**config.mk**
```make
export PLATFORM = sky130hd
export DESIGN_NAME = xor_sprite_blitter_collision
export DESIGN_NICKNAME = d
export VERILOG_FILES = /design/src/rtl/xsb_pkg.sv /design/src/rtl/xor_sprite_blitter_collision.sv
export SDC_FILE = /design/constraint.sdc
export NUM_CORES = 2
export LEC_CHECK = 0
export BUFFER_PORTS_ARGS = -buffer_cell sky130_fd_sc_hd__buf_2
export CELL_PAD_IN_SITES_DETAIL_PLACEMENT = 2
export CELL_PAD_IN_SITES_GLOBAL_PLACEMENT = 2
export CORE_MARGIN = 4
export CORE_UTILIZATION = 45
export CTS_BUF_LIST = sky130_fd_sc_hd__clkbuf_8
export CTS_CLUSTER_SIZE = 24
export DETAILED_ROUTE_END_ITERATION = 12
export PLACE_DENSITY_LB_ADDON = 0.08
export SLEW_MARGIN = 20
export SYNTH_ARGS = -nofsm -noshare
export SYNTH_HDL_FRONTEND = slang
export SYNTH_SLANG_ARGS = --single-unit
```
**constraint.sdc**
```tcl
create_clock -name clk -period 23.9 [get_ports clk]
set_input_delay 1.195 -clock clk [delete_from_list [all_inputs] [get_ports clk]]
set_output_delay 1.195 -clock clk [all_outputs]
set_load 0.01 [all_outputs]
```
**src/rtl/xsb_pkg.sv**
```systemverilog
// Shared types, constants and coordinate wrap tables for the sprite blitter.
package xsb_pkg;

  // Display geometry
  localparam int DISPLAY_WIDTH  = 64;
  localparam int DISPLAY_HEIGHT = 32;
  localparam int COL_W = $clog2(DISPLAY_WIDTH);
  localparam int ROW_W = $clog2(DISPLAY_HEIGHT);
  localparam int PIXELS_W = 64;

  // Operation codes
  typedef enum logic [1:0] {
    OP_CLEAR = 2'd0,
    OP_DRAW  = 2'd1,
    OP_READ  = 2'd2
  } op_t;

  // Input word
  typedef struct packed {
    logic [1:0] operation;
    logic [7:0] origin_x;
    logic [7:0] origin_y;
    logic [3:0] row_offset;
    logic [7:0] sprite_row;
  } in_word_t;

  // Result word
  typedef struct packed {
    logic                collision;
    logic [PIXELS_W-1:0] row_pixels;
  } out_word_t;

  // Wrap tables: an 8-bit coordinate folded onto the display
  typedef logic [COL_W-1:0] col_tab_t [256];
  typedef logic [ROW_W-1:0] row_tab_t [256];

  function automatic col_tab_t build_col_tab();
    col_tab_t t;
    for (int i = 0; i < 256; i++) begin
      t[i] = COL_W'(i % DISPLAY_WIDTH);
    end
    return t;
  endfunction

  function automatic row_tab_t build_row_tab();
    row_tab_t t;
    for (int i = 0; i < 256; i++) begin
      t[i] = ROW_W'(i % DISPLAY_HEIGHT);
    end
    return t;
  endfunction

  localparam col_tab_t COL_TAB = build_col_tab();
  localparam row_tab_t ROW_TAB = build_row_tab();

endpackage

```
**src/rtl/xor_sprite_blitter_collision.sv**
```systemverilog
// Top level: one-bit-per-pixel frame store with XOR sprite row drawing.

// Takes one word per cycle while item_stall is low and returns one result
// word per input word. The cycle that accepts a word does the coordinate
// wrap and the registered read of the addressed display row from the frame
// memory; stage one then does the XOR of the sprite row, the collision
// update and the write back, and loads the output register when it advances.
// The input stalls only while stage one holds a word that cannot move into a
// full, stalled output register. A word that hits the row written by the word
// just ahead of it takes that row from a forwarding register. Clear takes
// effect at once through one valid flag per display row (an invalid row reads
// as blank), so there is no clearing pass after reset or clear. The collision
// flag is cleared by a draw with row offset zero and is reported, cumulatively,
// with every result; read results carry the addressed display row, column 0
// in bit 0, and all other results carry zero pixels.
module xor_sprite_blitter_collision (
  input  logic              clk,
  input  logic              rst,
  input  logic              item_valid,
  output logic              item_stall,
  input  xsb_pkg::in_word_t item,
  output logic              result_valid,
  input  logic              result_stall,
  output xsb_pkg::out_word_t result
);

  localparam int W = xsb_pkg::DISPLAY_WIDTH;
  localparam int H = xsb_pkg::DISPLAY_HEIGHT;
  localparam int CW = xsb_pkg::COL_W;
  localparam int RW = xsb_pkg::ROW_W;
  localparam int PIXELS_W = xsb_pkg::PIXELS_W;

  // Frame memory and per-row valid flags
  logic [W-1:0] frame_mem [H];
  logic [H-1:0] row_valid;
  logic         collision_seen;

  // Stage one registers
  logic              s1_valid;
  xsb_pkg::in_word_t s1_item;
  logic [RW-1:0]     s1_row;
  logic [CW-1:0]     s1_col;
  logic [W-1:0]      rd_data;
  logic              fwd_hit;
  logic [W-1:0]      fwd_data;

  logic          accept;
  logic          s1_adv;
  logic [RW-1:0] row_in;
  logic [RW-1:0] y_wrap;
  logic [7:0]    y_sum;
  logic [W-1:0]  line;
  logic [W-1:0]  toggle;
  logic [W-1:0]  line_next;
  logic [6:0]    col_sum;
  logic          collide;
  logic          collision_next;
  logic          s1_draw;
  xsb_pkg::out_word_t result_next;

  // Handshake
  assign s1_adv     = s1_valid && (!result_valid || !result_stall);
  assign item_stall = s1_valid && !s1_adv;
  assign accept     = item_valid && !item_stall;
  assign s1_draw    = (s1_item.operation == xsb_pkg::OP_DRAW);

  // Row address: wrap origin, add row offset (draws only), wrap again
  always_comb begin
    y_wrap = xsb_pkg::ROW_TAB[item.origin_y];
    y_sum  = 8'(y_wrap) + 8'(item.row_offset);
    if (item.operation == xsb_pkg::OP_DRAW) begin
      row_in = xsb_pkg::ROW_TAB[y_sum];
    end else begin
      row_in = y_wrap;
    end
  end

  // Stage one capture, registered memory read and forwarding
  always_ff @(posedge clk) begin
    if (rst) begin
      s1_valid <= 1'b0;
    end else if (accept) begin
      s1_valid <= 1'b1;
    end else if (s1_adv) begin
      s1_valid <= 1'b0;
    end
  end

  always_ff @(posedge clk) begin
    if (accept) begin
      s1_item  <= item;
      s1_row   <= row_in;
      s1_col   <= xsb_pkg::COL_TAB[item.origin_x];
      rd_data  <= frame_mem[row_in];
      fwd_hit  <= s1_adv && s1_draw && (s1_row == row_in);
      fwd_data <= line_next;
    end
  end

  // Current row contents as seen by stage one
  always_comb begin
    if (!row_valid[s1_row]) begin
      line = '0;
    end else if (fwd_hit) begin
      line = fwd_data;
    end else begin
      line = rd_data;
    end
  end

  // Toggle mask: sprite bit 7 lands on the origin column, wrapping right
  always_comb begin
    toggle = '0;
    for (int i = 0; i < 8; i++) begin
      col_sum = 7'(s1_col) + 7'(i);
      if (col_sum >= 7'(W)) begin
        col_sum = col_sum - 7'(W);
      end
      if (s1_item.sprite_row[7-i]) begin
        toggle[col_sum[CW-1:0]] = 1'b1;
      end
    end
  end

  // XOR draw and collision update
  always_comb begin
    line_next = line ^ toggle;
    collide   = |(line & toggle);
    if (s1_draw) begin
      collision_next = ((s1_item.row_offset == 4'd0) ? 1'b0 : collision_seen) | collide;
    end else begin
      collision_next = collision_seen;
    end
    result_next.collision  = collision_next;
    result_next.row_pixels = '0;
    if (s1_item.operation == xsb_pkg::OP_READ) begin
      result_next.row_pixels = PIXELS_W'(line);
    end
  end

  // Write back
  always_ff @(posedge clk) begin
    if (s1_adv && s1_draw) begin
      frame_mem[s1_row] <= line_next;
    end
  end

  // Row valid flags and collision flag
  always_ff @(posedge clk) begin
    if (rst) begin
      row_valid      <= '0;
      collision_seen <= 1'b0;
    end else if (s1_adv) begin
      collision_seen <= collision_next;
      if (s1_item.operation == xsb_pkg::OP_CLEAR) begin
        row_valid <= '0;
      end else if (s1_draw) begin
        row_valid[s1_row] <= 1'b1;
      end
    end
  end

  // Output register
  always_ff @(posedge clk) begin
    if (rst) begin
      result_valid <= 1'b0;
    end else if (s1_adv) begin
      result_valid <= 1'b1;
    end else if (!result_stall) begin
      result_valid <= 1'b0;
    end
  end

  always_ff @(posedge clk) begin
    if (s1_adv) begin
      result <= result_next;
    end
  end

`ifndef SYNTHESIS
  // Nothing in flight straight after reset
  a_reset_empty: assert property (@(posedge clk)
    rst |=> !result_valid && !item_stall)
    else $error("pipeline not empty after reset");

  // A clear leaves every row blank
  a_clear_blanks: assert property (@(posedge clk) disable iff (rst)
    s1_adv && (s1_item.operation == xsb_pkg::OP_CLEAR) |=> row_valid == '0)
    else $error("rows still valid after clear");

  // Only draws touch the collision flag
  a_coll_hold: assert property (@(posedge clk) disable iff (rst)
    s1_adv && !s1_draw |=> collision_seen == $past(collision_seen))
    else $error("collision flag changed by a non-draw word");

  // A drawn row is marked valid
  a_draw_valid: assert property (@(posedge clk) disable iff (rst)
    s1_adv && s1_draw |=> row_valid[$past(s1_row)])
    else $error("drawn row not marked valid");

  // Non-read results carry no pixels
  a_pixels_zero: assert property (@(posedge clk) disable iff (rst)
    s1_adv && (s1_item.operation != xsb_pkg::OP_READ) |=> result.row_pixels == '0)
    else $error("pixels on a non-read result");
`endif

endmodule
```
---- Word level (Yosys, flattened, before mapping) ----
Memory sizes are Yosys's and may differ from the RTL's. A register that Yosys moved wholly into a read port is not among the register bits.
Cells that the tools add are included.
storage, ports and cells
  output and inout port bits .............. 67
  input port bits ......................... 34
  bits in registers ....................... 184
  memories ................................ 4
  RAM bits ................................ 2048
  word-level logic and storage cells ...... 157
  memory bits (read-only) ................. 4096
memory list
  name              words  bits a word  read ports  clocked after Yosys merged registers in  write ports  RTL line                            source
  frame_mem         32     64           1           1                                        1            xor_sprite_blitter_collision.sv:34  logic [W-1:0] frame_mem [H];
  (name not given)  256    6            1           1                                        0            xor_sprite_blitter_collision.sv:93  s1_col <= xsb_pkg::COL_TAB[item.origin_x];
  (name not given)  256    5            1           0                                        0            xor_sprite_blitter_collision.sv:72  row_in = xsb_pkg::ROW_TAB[y_sum];
  (name not given)  256    5            1           0                                        0            xor_sprite_blitter_collision.sv:69  y_wrap = xsb_pkg::ROW_TAB[item.origin_y];
operators by class
  add/subtract/negate cells ............... 16
  reductions and logical operators ........ 25
  mux-type cells .......................... 53
  magnitude comparators ................... 28
  bitwise gates (word level) .............. 14
  eq/ne operators ......................... 5
operators with widths
  kind                                                                           count
  64-bit two-way mux                                                             10
  64-bit OR                                                                      7
  64-bit AND                                                                     1
  32-bit two-way mux                                                             2
  64-bit OR reduction                                                            1
  64-bit bitwise XOR                                                             1
  6-bit by 7-bit less-than comparator with 1-bit output (second input constant)  8
  7-bit >= comparator (second input constant)                                    7
  1-bit demux with 6-bit select                                                  8
  6-bit by 1-bit >= comparator with 1-bit output (second input constant)         8
  6-bit two-way mux                                                              8
  6-bit by 1-bit subtractor with 6-bit output (second input constant)            8
  32-bit OR                                                                      1
  6-bit by 3-bit adder with 7-bit output (second input constant)                 4
  5-bit two-way mux                                                              5
  9-bit >= comparator (second input constant)                                    2
  1-bit two-way mux                                                              18
  8-bit NOT with 9-bit output                                                    2
  6-bit by 2-bit adder with 7-bit output (second input constant)                 2
  1-bit logical AND                                                              14
  6-bit NOT with 9-bit output                                                    1
  6-bit by 1-bit adder with 7-bit output (second input constant)                 1
  6-bit by 7-bit >= comparator with 1-bit output (second input constant)         1
  5-bit by 4-bit adder with 6-bit output                                         1
  15 further kinds                                                               20

---- Longest topological paths before layout ----
  depth after elaboration ................. 25
  mapped depth ............................ 20
  depth with buffers taken out ............ 15

---- Worst setup path after synthesis ----
No wires, ideal clock.
  path kind ............................... input -> register
  from .................................... input port result_stall
  to ...................................... memory frame_mem[0][0] (netlist bit) (enable)
  setup time .............................. 0.488 ns
  cell stages on the path ................. 5
  data required time ...................... 23.412 ns
  path slack .............................. 13.428 ns
  arrival time ............................ 9.984 ns
  buffers on the path ..................... 1
  cells stage by stage .................... a21boi_0 -> nand3b_1 -> or3_1 -> clkbuf_1 -> nor2_1
between the ends
  longest elaborated chain between the ends .. 6
RTL lines
  element                                  RTL line                             source
  start, declared                          xor_sprite_blitter_collision.sv:23   input logic result_stall,
  1-bit logical NOT                        -
  1-bit logical OR                         xor_sprite_blitter_collision.sv:62   assign s1_adv = s1_valid && (!result_valid || !result_stall);
  1-bit logical AND                        xor_sprite_blitter_collision.sv:62
  1-bit logical AND                        xor_sprite_blitter_collision.sv:143  if (s1_adv && s1_draw) begin
  1-bit two-way mux                        xor_sprite_blitter_collision.sv:143
  1-bit two-way mux (implied by the code)  xor_sprite_blitter_collision.sv:144  frame_mem[s1_row] <= line_next;
  end, declared                            xor_sprite_blitter_collision.sv:34
Every way passes these cells.

---- Final worst setup path ----
  from .................................... register s1_col[0]
  to ...................................... register collision_seen
between the ends
  longest elaborated chain between the ends .. 25
  elaborated cells on any way between the ends .. 90
  classes of those cells .................. add/sub: 15; order compare: 24; mux: 33; bitwise: 9; reduce/logical: 9
RTL lines
  element                                                                                              RTL line                                                                  source
  start, declared                                                                                      xor_sprite_blitter_collision.sv:42                                        logic [CW-1:0] s1_col;
  6-bit by 1-bit adder with 7-bit output (tied with other cells)                                       xor_sprite_blitter_collision.sv:115                                       col_sum = 7'(s1_col) + 7'(i);
  6-bit by 1-bit subtractor with 6-bit output (tied with other cells)                                  xor_sprite_blitter_collision.sv:117                                       col_sum = col_sum - 7'(W);
  6-bit two-way mux (tied with other cells)                                                            xor_sprite_blitter_collision.sv:116                                       if (col_sum >= 7'(W)) begin
  6-bit by 7-bit less-than comparator with 1-bit output (implied by the code) (tied with other cells)  xor_sprite_blitter_collision.sv:120                                       toggle[col_sum[CW-1:0]] = 1'b1;
  1-bit logical AND (implied by the code) or 1-bit two-way mux (tied branches)                         xor_sprite_blitter_collision.sv:120
  1-bit two-way mux (implied by the code) or 1-bit demux with 6-bit select (tied branches)             xor_sprite_blitter_collision.sv:120
  1-bit demux with 6-bit select or 64-bit two-way mux (tied branches)                                  xor_sprite_blitter_collision.sv:120, xor_sprite_blitter_collision.sv:119
  64-bit OR (no line)                                                                                  -
  (+10 left out)                                                                                       -
  64-bit two-way mux                                                                                   xor_sprite_blitter_collision.sv:119                                       if (s1_item.sprite_row[7-i]) begin
  64-bit OR (no line)                                                                                  -
  64-bit two-way mux *                                                                                 xor_sprite_blitter_collision.sv:119
  64-bit AND *                                                                                         xor_sprite_blitter_collision.sv:128                                       collide = |(line & toggle);
  64-bit OR reduction *                                                                                xor_sprite_blitter_collision.sv:128
  1-bit OR *                                                                                           xor_sprite_blitter_collision.sv:130                                       collision_next = ((s1_item.row_offset == 4'd0) ? 1'b0 : collision_seen) | collide;
  1-bit two-way mux *                                                                                  xor_sprite_blitter_collision.sv:129                                       if (s1_draw) begin
  net collision_next                                                                                   xor_sprite_blitter_collision.sv:57                                        logic collision_next;
  end signal, assigned                                                                                 xor_sprite_blitter_collision.sv:154                                       collision_seen <= collision_next;
  end, declared                                                                                        xor_sprite_blitter_collision.sv:36                                        logic collision_seen;
Mark *: on every way through the listed nets, which the timed path passes. The rest lies on a longest branch.
A chain may end at the register's enable or synchronous reset.

==> metrics.txt <==
die area 216,000 um2; core area 207,000 um2; Sequential Area 68,800 um2; Hold-fix buffers, CTS 0; Via density 6.52; H-tree levels 5; syn_area_per_cell ~15 um2; Routed Antenna Nets 0; Simple-Gate Fraction of Synth Area 7.89%; I/O Pins 101; f_max 0.149 GHz; # resized after CTS 0; Syn Inst Count ~6,400; Startpoint Class flop; Wirelength per Cell about 38 um; CP endpoint kind flop; post-synthesis compound-gate area fraction 9.59%; count of different cell masters after synthesis 71; fin nets 6,739; CTS Buf Count 399; worst skew pair latency 1.09 ns; min cycle time layout 6.71 ns; Final Setup Violations 0; multi-input logic area ~24,000 um2; synthesized-area fraction occupied by adder cells 0.980%; status complete, no violations; Worst R2R Start s1_col[0]; Worst Reg-to-Reg Cells 15; total grt overflow 0; MaxCap Viol Count 0; Lkg Pwr 38.2 nW; number of flops mapped to enable cells by yosys between 2,000 and 2,500; critical path peak fanout 37; vias in the first global route 67,200; chip height 465 um; final hold violations 0; HP Class in -> reg; WL final between 300,000 and 400,000 um; drt first pass iters 6; DR iter-0 viols 8,392; Initial Utilization between 40% and 50%; post-DP HPWL around 210,000 um; reg2reg setup slack about 17 ns; Worst Skew 0.0824 ns; # rows approximately 170; CTS root buf clkbuf_8; ys async rst share 0%; layout cells sized above 1 14.9%; Worst EP required ~25 ns; Clock Pin Slew Worst Setup and Hold Paths around 0.060 ns; Yosys reg bits 2,302; largest net degree at the start of global routing 138; Max VDD drop 0.0683 mV; Tcrit/Tclk final roughly 28%; Rel. slew slack 14.2%; Critical Path Sink collision_seen; Residual DRC 0; top post-synthesis cells by area edfxtp_1, nor2_1, mux4_2; Seq/Total Area, Yosys around three quarters; clk buf depth 4; Yosys top cell area share between 70% and 80%; Setup TNS Final 0 ns; Ys Warns 0; Final Non-Filler Cells ~10,000; IO Port Bufs 95; Arr. time, crit path 7.70 ns; actual slew at the worst max-slew pin 1.28 ns; Synthesized Nets between 6,000 and 7,000; XOR/XNOR Fraction of Synth Area 0.289%; reg2reg end collision_seen; area leader, netlist edfxtp_1; post-synthesis mux area share around 6.0%; largest family of logic cells by synthesized area compound AO/OA/AOI/OAI gates; global-route wire length before repair about 520,000 um; initial antenna violation count 16; Filler Cells Inserted 19,200; global placement routability congestion 1.01; # Post-CTS Setup Buffers 0; synthesized area 94,000 um2; critical path type reg -> reg; TritonCTS clock tree done; Synth Flop Type edfxtp_1; placed cell count 9,019; synth-to-layout area growth 11.6%; Die Width 465 um; all-layer global routing usage 33.9%; max-slew violations 0; worst setup path start s1_col[0]; RSZ-0062 raised after global routing no; via count 63,300; PwrDens 82.3 nW/um2; Num Clock Sinks 2,302
## flip-flops by register name, summed over array words and instances (netlist names)
| signal | count |
|---|---|
| collision_seen | 1 |
| frame_mem | 2048 |
| fwd_data | 64 |
| fwd_hit | 1 |
| rd_data | 64 |
| result | 65 |
| result_valid | 1 |
| row_valid | 32 |
| s1_col | 6 |
| s1_item | 14 |
| s1_row | 5 |
| s1_valid | 1 |
## synthesized netlist by cell type (all sizes together), types with 3 or more instances
| cell | count |
|---|---|
| a2111oi | 63 |
| mux4 | 134 |
| a41oi | 127 |
| a221oi | 215 |
| o21a | 35 |
| mux2i | 265 |
| buf | 190 |
| nand2 | 240 |
| nor2b | 18 |
| a211oi | 11 |
| o2111ai | 5 |
| edfxtp | 2267 |
| xor2 | 7 |
| o31ai | 5 |
| a31oi | 3 |
| and2 | 13 |
| nand2b | 15 |
| o32ai | 8 |
| a21oi | 179 |
| a32oi | 4 |
| or2 | 6 |
| a22oi | 25 |
| o21ai | 517 |
| a21o | 6 |
| nand3 | 68 |
| inv | 20 |
| nor2 | 1307 |
| nor3 | 86 |
| nand3b | 11 |
| ha | 72 |
| clkbuf | 203 |
| nor4 | 22 |
| and3 | 9 |
| nand4 | 18 |
| or3 | 9 |
| o2bb2ai | 11 |
| o211ai | 18 |
| o22ai | 63 |
| dfxtp | 35 |
| xnor2 | 24 |
## stage by stage
step / hold slack (ns) / setup slack (ns) / util [%] / power [W] / instance area (um2)
after CTS: 0.245 / 17.32 / 50.5 / 0.00868 / 105000
after global routing: 0.265 / 17.11 / 50.6 / 0.00892 / 105000
after global placement: 0.441 / 16.87 / 47.2 / 0.00536 / 97900
after detailed placement: 0.453 / 16.79 / 47.2 / 0.00540 / 97900
after floorplan: 0.435 / 13.43 / - / 0.00507 / 94000
final: 0.325 / 17.19 / 50.6 / 0.00863 / 105000
## area by class of cell
cell class	instances	share of cell area [%]
tap	2788	3.32
antenna	5	0.0119
clock inverter	287	1.29
clock buffer	404	5.30
inverter	22	0.0978
sequential	2302	65.5
timing repair buffer	261	1.71
multi-input combinational	3646	22.7
## layer usage
| metal | global-route usage, % | vias to the layer above | wire length, um |
|---|---|---|---|
| li1 | - | 25200 | - |
| met1 | 46.2 | 34000 | 150000 |
| met2 | 55.5 | 3279 | 179000 |
| met3 | 5.31 | 795 | 28700 |
| met4 | 12.5 | 2 | 14900 |
| met5 | 0 | - | 13 |
## critical path: stages, from the launching register on
cell      delay [ns]
edfxtp_1        0.33
buf_4           0.45
inv_1           0.48
ha_1            0.80
nor2_1          0.20
nand2_1         0.56
o22ai_1         0.22
a221oi_1        0.34
nand3_1         0.36
ha_1            0.32
nor4_1          0.66
nand4_1         0.53
nor4_2          0.87
o21ai_0         0.23
mux2i_1         0.22
nor2_1          0.06
## placed cells by master (no fill, tap or decap), drive strengths merged, types with 22 or more instances in the layout
master   netlist  final
clkinv         2    161
o22ai         63     63
a2111oi       63     63
a221oi       215    215
nor3          86     86
buf          190    261
a22oi         25     25
nand3         68     68
nor4          22     22
a41oi        127    127
a21oi        179    179
dfxtp         35     35
mux4         134    134
o21ai        517    517
xnor2         24     24
ha            72     72
o21a          35     35
nand2        240    240
inv           20    135
mux2i        265    265
nor2        1307   1307
clkbuf       203    404
edfxtp      2267   2267
## logic make-up (layout without fill, tap and decap cells)
logic type,count (synthesis),count (layout)
adders and majority gates,73,73
DFF,2302,2302
buffers and inverters,415,974
other,0,5
xor gates and xnor gates,31,31
AOI/OAI and AO/OA,1314,1314
muxes,399,399
and+or+nand+nor,1829,1829
## worst min path at each step
stage | start | end | slack, ns | cells past startpoint
after global routing | item[0] | s1_item[0] | 0.27 | 1
after floorplan | row_valid[10] | row_valid[10] | 0.44 | 1
after global placement | row_valid[27] | row_valid[27] | 0.44 | 1
after detailed placement | row_valid[21] | row_valid[21] | 0.45 | 1
final | item[29] | s1_item[29] | 0.32 | 1
after CTS | item[29] | s1_item[29] | 0.24 | 1
## report_power, final
part           switching [W]  internal (W)
sequential         0.0000172       0.00449
clock                0.00166       0.00164
combinational       0.000619      0.000208
total                0.00230       0.00634
Power figures use the tool's default switching activity.
